$ cat config.mk
export PLATFORM = sky130hd
export DESIGN_NAME = shell_quote_word_splitter
export DESIGN_NICKNAME = d
export VERILOG_FILES = /design/src/rtl/core/sqws_pkg.sv /design/src/rtl/core/shell_quote_word_splitter.sv
export SDC_FILE = /design/constraint.sdc
export NUM_CORES = 1
export LEC_CHECK = 0
export BUFFER_PORTS_ARGS = -buffer_cell sky130_fd_sc_hd__buf_2
export CAP_MARGIN = 20
export CORE_ASPECT_RATIO = 1.5
export CORE_MARGIN = 2
export CORE_UTILIZATION = 40
export DETAILED_ROUTE_END_ITERATION = 8
export SYNTH_ARGS = -nofsm -noshare
export SYNTH_HDL_FRONTEND = slang
export SYNTH_SLANG_ARGS = --single-unit
$ cat constraint.sdc
create_clock -name i_clk -period 2.33 [get_ports i_clk]
set_input_delay 0.233 -clock i_clk [delete_from_list [all_inputs] [get_ports i_clk]]
set_output_delay 0.233 -clock i_clk [all_outputs]
set_load 0.02 [all_outputs]
$ cat src/rtl/core/sqws_pkg.sv
// ----------------------------------------------------------------------------
// sqws_pkg
// Shared constants and helpers for the shell-style word splitter.
// ----------------------------------------------------------------------------
package sqws_pkg;

    localparam int BYTE_W  = 8;
    localparam int PHASE_W = 2;

    // Scan phase codes.
    localparam logic [PHASE_W-1:0] PH_SEP   = 2'd0;
    localparam logic [PHASE_W-1:0] PH_WORD  = 2'd1;
    localparam logic [PHASE_W-1:0] PH_QUOTE = 2'd2;

    localparam logic [BYTE_W-1:0] CH_BSLASH = 8'h5C;
    localparam logic [BYTE_W-1:0] CH_SQUOTE = 8'h27;
    localparam logic [BYTE_W-1:0] CH_DQUOTE = 8'h22;
    localparam logic [BYTE_W-1:0] CH_SPACE  = 8'h20;
    localparam logic [BYTE_W-1:0] CH_TAB    = 8'h09;
    localparam logic [BYTE_W-1:0] CH_CR     = 8'h0D;

    // Bit positions of the result flags in tuser.
    localparam int USR_BYTE_VALID  = 0;
    localparam int USR_WORD_END    = 1;
    localparam int USR_QUOTE_ERROR = 2;
    localparam int USR_W           = 3;

    // Space, tab, newline, vertical tab, form feed and carriage return.
    function automatic logic is_blank(input logic [BYTE_W-1:0] c);
        return (c == CH_SPACE) || ((c >= CH_TAB) && (c <= CH_CR));
    endfunction

endpackage

$ cat src/rtl/core/shell_quote_word_splitter.sv
// ----------------------------------------------------------------------------
// shell_quote_word_splitter
// Splits a command string, one byte per request, into shell-style words.
// ----------------------------------------------------------------------------
// Each accepted input byte produces exactly one result: an optional word byte,
// a word-end flag, and on the last byte of a command (tlast) a final word end
// or a quote error. Quotes group text and are dropped; a backslash makes the
// next byte literal, also inside quotes, except as the last byte where it is
// kept. Throughput is one byte per cycle while the result side does not stall.
// Each accepted request waits in the input register and moves on into the
// result register once that register is free (one input register, one result
// register). The scanner state is updated as each byte moves into the result
// register, so back-to-back bytes see the state left by their predecessor.
module shell_quote_word_splitter (
    input  logic                         i_clk,
    input  logic                         i_rst_n,
    input  logic                         i_s_tvalid,
    output logic                         o_s_tready,
    input  logic [sqws_pkg::BYTE_W-1:0]  i_s_tdata,   // [7:0] in_byte
    input  logic                         i_s_tlast,   // is_final
    output logic                         o_m_tvalid,
    input  logic                         i_m_tready,
    output logic [sqws_pkg::BYTE_W-1:0]  o_m_tdata,   // [7:0] word_byte
    output logic [sqws_pkg::USR_W-1:0]   o_m_tuser,   // [0] byte_valid, [1] word_end,
                                                      // [2] quote_error
    output logic                         o_m_tlast    // command_done
);
    import sqws_pkg::*;

    // Input register.
    logic                r_in_valid;
    logic [BYTE_W-1:0]   r_in_byte;
    logic                r_in_last;

    // Scanner state.
    logic [PHASE_W-1:0]  r_phase;
    logic                r_quote_dbl;
    logic                r_esc_pending;

    // Result register.
    logic                r_out_valid;
    logic [BYTE_W-1:0]   r_out_byte;
    logic [USR_W-1:0]    r_out_user;
    logic                r_out_last;

    logic                w_out_free;
    logic                w_adv;

    logic [PHASE_W-1:0]  n_phase;
    logic                n_quote_dbl;
    logic                n_esc_pending;
    logic                n_valid;
    logic                n_wend;
    logic                n_qerr;

    assign w_out_free = !r_out_valid || i_m_tready;
    assign w_adv      = r_in_valid && w_out_free;
    assign o_s_tready = !r_in_valid || w_out_free;

    always_comb begin
        logic [PHASE_W-1:0] ph;
        logic [BYTE_W-1:0]  q;
        ph            = (r_phase == PH_WORD || r_phase == PH_QUOTE) ? r_phase : PH_SEP;
        q             = r_quote_dbl ? CH_DQUOTE : CH_SQUOTE;
        n_quote_dbl   = r_quote_dbl;
        n_esc_pending = r_esc_pending;
        n_valid       = 1'b0;
        n_wend        = 1'b0;
        n_qerr        = 1'b0;

        priority if (r_esc_pending) begin
            n_esc_pending = 1'b0;
            n_valid       = 1'b1;
            if (ph == PH_SEP) begin
                ph = PH_WORD;
            end
        end else if (r_in_byte == CH_BSLASH && !r_in_last) begin
            n_esc_pending = 1'b1;
            if (ph == PH_SEP) begin
                ph = PH_WORD;
            end
        end else if (ph == PH_QUOTE) begin
            if (r_in_byte == q) begin
                ph = PH_WORD;
            end else begin
                n_valid = 1'b1;
            end
        end else if (is_blank(r_in_byte)) begin
            if (ph == PH_WORD) begin
                n_wend = 1'b1;
                ph     = PH_SEP;
            end
        end else if (r_in_byte == CH_SQUOTE || r_in_byte == CH_DQUOTE) begin
            ph          = PH_QUOTE;
            n_quote_dbl = (r_in_byte == CH_DQUOTE);
        end else begin
            ph      = PH_WORD;
            n_valid = 1'b1;
        end

        // End of command: report and return to the reset state.
        if (r_in_last) begin
            if (ph == PH_QUOTE) begin
                n_qerr = 1'b1;
            end else if (ph == PH_WORD) begin
                n_wend = 1'b1;
            end
            ph            = PH_SEP;
            n_quote_dbl   = 1'b0;
            n_esc_pending = 1'b0;
        end
        n_phase = ph;
    end

    always_ff @(posedge i_clk) begin
        if (!i_rst_n) begin
            r_in_valid    <= 1'b0;
            r_out_valid   <= 1'b0;
            r_phase       <= PH_SEP;
            r_quote_dbl   <= 1'b0;
            r_esc_pending <= 1'b0;
        end else begin
            if (o_s_tready) begin
                r_in_valid <= i_s_tvalid;
            end
            if (w_out_free) begin
                r_out_valid <= r_in_valid;
            end
            if (w_adv) begin
                r_phase       <= n_phase;
                r_quote_dbl   <= n_quote_dbl;
                r_esc_pending <= n_esc_pending;
            end
        end
    end

    always_ff @(posedge i_clk) begin
        if (o_s_tready && i_s_tvalid) begin
            r_in_byte <= i_s_tdata;
            r_in_last <= i_s_tlast;
        end
        if (w_adv) begin
            r_out_byte                  <= n_valid ? r_in_byte : '0;
            r_out_user[USR_BYTE_VALID]  <= n_valid;
            r_out_user[USR_WORD_END]    <= n_wend;
            r_out_user[USR_QUOTE_ERROR] <= n_qerr;
            r_out_last                  <= r_in_last;
        end
    end

    assign o_m_tvalid = r_out_valid;
    assign o_m_tdata  = r_out_byte;
    assign o_m_tuser  = r_out_user;
    assign o_m_tlast  = r_out_last;

    // A quote error replaces the final word end and only comes with the last byte.
    a_qerr_excl: assert property (@(posedge i_clk) disable iff (!i_rst_n)
        o_m_tvalid && o_m_tuser[USR_QUOTE_ERROR]
            |-> o_m_tlast && !o_m_tuser[USR_WORD_END])
        else $error("quote error without command end or with word end");

    // The word byte is zero whenever it is not part of a word.
    a_byte_zero: assert property (@(posedge i_clk) disable iff (!i_rst_n)
        o_m_tvalid && !o_m_tuser[USR_BYTE_VALID] |-> o_m_tdata == '0)
        else $error("word byte not cleared");

    // The last byte of a command leaves the scanner in its reset state.
    a_cmd_reset: assert property (@(posedge i_clk) disable iff (!i_rst_n)
        w_adv && r_in_last
            |=> r_phase == PH_SEP && !r_quote_dbl && !r_esc_pending)
        else $error("scanner state not cleared after command end");

    // An escape is never left pending across the end of a command.
    a_esc_last: assert property (@(posedge i_clk) disable iff (!i_rst_n)
        w_adv && n_esc_pending |-> !r_in_last)
        else $error("escape pending on last byte");

endmodule

==> metrics.cfg <==
[yosys]
syn-cell-area_mm2 = 0.001226
yosys.area_share.simple = 0.2582
yosys_warnings = 0
syn_nets = 115
synthFlopType = edfxtp_1
synth-compound-area-share = 0.09796
syn_area_per_cell_um2 = 12.02
muxShareOfSynthArea = 0
ys_seq_area_frac = 0.6122
synth-adder-area-share = 0
synth_xor_xnor_area_share = 0.007143
synth_edf_count = 21
synthesis.instances = 102
synth_seq_cells = 27
ys_types = 37
synth-async-reset-ratio = 0
synth_top_family_by_area = simple AND/OR/NAND/NOR gates

[timing]
hold_slack_ps = 134.6
fin_setup_tns_ps = 0
fin_skew_ps = 4.112
rsz0062_at_grt = false
final_max_slew_viol_count = 0
period_share = 0.8568
fmax_ghz = 0.5009
setup_viol = 0
maxSlewHeadroom = 0.5560
worstMarginPinSlew_ps = 659.9
finalCriticalPeriod_ps = 1996
final_hold_viol_count = 0

[global_routing]
grt_max_degree = 15
grt_use_total = 0.1262
grt_overflow = 0
grt_first_pass_wirelength_um = 3408
first_global_vias = 781
antenna_found_initial = 0

[clock_tree]
ctsHoldBuffers = 0
tritoncts = built
clockBufferDepth = 2
cts_setup_buffers = 0
cts_resized = 0
cts_root_buf = clkbuf_8
clock-sinks = 27
clk_pin_slew_ps = 80
cts_buffers = 3
worstSkewPairLatency_ps = 270
htree_levels = 1

[critical_path]
crit_arrival_ps = 2020
critPathKind = flop to flop
worstPathMaxFanout = 8
end_kind = flop
critPathLaunchType = flop
cp-startpoint = r_in_byte[3]
r2r-start = r_in_byte[3]
cp_data_required_time_ps = 2350
max_stage_delay_ps = 500
cp_top_family = compound AO/OA/AOI/OAI gates
path_cells = or4b_1, o211a_1, a2111o_1, nand4_1, o21ai_0
worst-path-buf-inv = 0
critical-path-slowest-cell = or4b_1

[place]
post-dp-hpwl_um = 1610
place_congestion = 0.7448
numPortBuffers = 26
place_inst = 165

[die]
die_w_um = 49.21
coreArea_mm2 = 0.002913
initial_core_util = 0.4210
ios = 27
die_area_mm2 = 0.003533
fp-row-count = 24
die_y_um = 71.81

[worst_hold_path]
hp-class = input pin to flop
min_from = i_s_tlast

[cells_and_area]
area_growth_pct = 17.65
final_util = 0.4953
nets = 144
drive_above_1_share = 0.2692
instances_no_fill = 169
diodes = 0

[pwr]
cellPowerDensity_mw_per_mm2 = 619.0
power_uw = 893.0
vdd_ir_drop_max_v = 0.0003089
leakage_uw = 0.0005240

[job]
maxCapViolations = 0

[detailed_routing]
vias = 882
drt-pass1-iter-count = 4
drtIter0Drc = 28
drcViolationCount = 0
wirelength_um = 2067
via_per_inst = 5.219
antenna_left = 0
post_drt_wl_per_cell_um = 12.23

[run_status]
outcome = completed

## final timing paths
path              slack (ps)            to  cells after the start
setup / recovery         330  o_m_tuser[1]                      5
hold / removal           130     r_in_last                      1
setup reg to reg         330  o_m_tuser[1]                      5
hold reg to reg          520   r_quote_dbl                      2
## per-stage QoR
step	worst slack (ps)	area [um2]
floorplan	374.4	1226
global placement	363.6	1398
detailed placement	340.8	1398
CTS	343.0	1443
global route	207.3	1443
finish	333.6	1443
## layer usage
metal / GRT usage / up-vias / wire length (um)
met4: 0.06667 / 0 / 48
met3: 0.01875 / 6 / 122
met5: 0 / - / 0
li1: - / 441 / -
met1: 0.1339 / 396 / 777
met2: 0.2357 / 39 / 1118
## power breakdown
part	internal, uW	leakage [uW]	switching (uW)
Clock	122	0.0000228	130
Sequential	543	0.000246	13.9
Combinational	34.9	0.000255	48.1
## cell usage after synthesis (3+ instances only)
| cell type | n | area, um2 |
|---|---|---|
| edfxtp_1 | 21 | 630.6 |
| nor2b_1 | 8 | 50.05 |
| and2_1 | 6 | 37.54 |
| dfxtp_1 | 6 | 120.1 |
| nor2_1 | 6 | 22.52 |
| o21ai_0 | 5 | 25.02 |
| nand2_1 | 4 | 15.01 |
| a21oi_1 | 3 | 15.01 |
| clkbuf_1 | 3 | 11.26 |
| nand3_1 | 3 | 15.01 |
| nand3b_1 | 3 | 22.52 |
| nor4_1 | 3 | 18.77 |
## sequential cells by signal, indices dropped and copies added, names as in the netlist
register       cells
r_phase            2
r_in_last          1
o_m_tuser          3
o_m_tvalid         1
r_in_valid         1
r_esc_pending      1
o_m_tdata          8
r_quote_dbl        1
o_m_tlast          1
r_in_byte          8
## cells in the final DEF (no fill, tap or decap), types with 2 or more instances in the layout
| master | n |
|---|---|
| nor2_1 | 6 |
| a21oi_1 | 3 |
| edfxtp_1 | 21 |
| nand3b_1 | 3 |
| dfxtp_1 | 6 |
| clkbuf_8 | 3 |
| nor4_1 | 3 |
| o21ai_0 | 5 |
| inv_1 | 2 |
| nor3_1 | 2 |
| nor3b_1 | 2 |
| nand2_1 | 4 |
| buf_2 | 26 |
| o31ai_1 | 2 |
| buf_4 | 2 |
| and2_1 | 6 |
| nor2b_1 | 8 |
| nand3_1 | 3 |
| nand2b_1 | 2 |
| nand4_1 | 2 |
## final cells by class
class | instances | area [um2]
Fill cell | 284 | 1470
Sequential cell | 27 | 750.7
Multi-Input combinational cell | 69 | 445.4
Timing Repair Buffer | 28 | 145.1
Tap cell | 39 | 48.80
Clock buffer | 4 | 45.04
Inverter | 2 | 7.507
## cells by family after synthesis
family	after synthesis
AOI/OAI and AO/OA	18
xor gates and xnor gates	1
buffers and inverters	6
DFF	27
and+or+nand+nor	50
(Power assumes the default switching activity.)
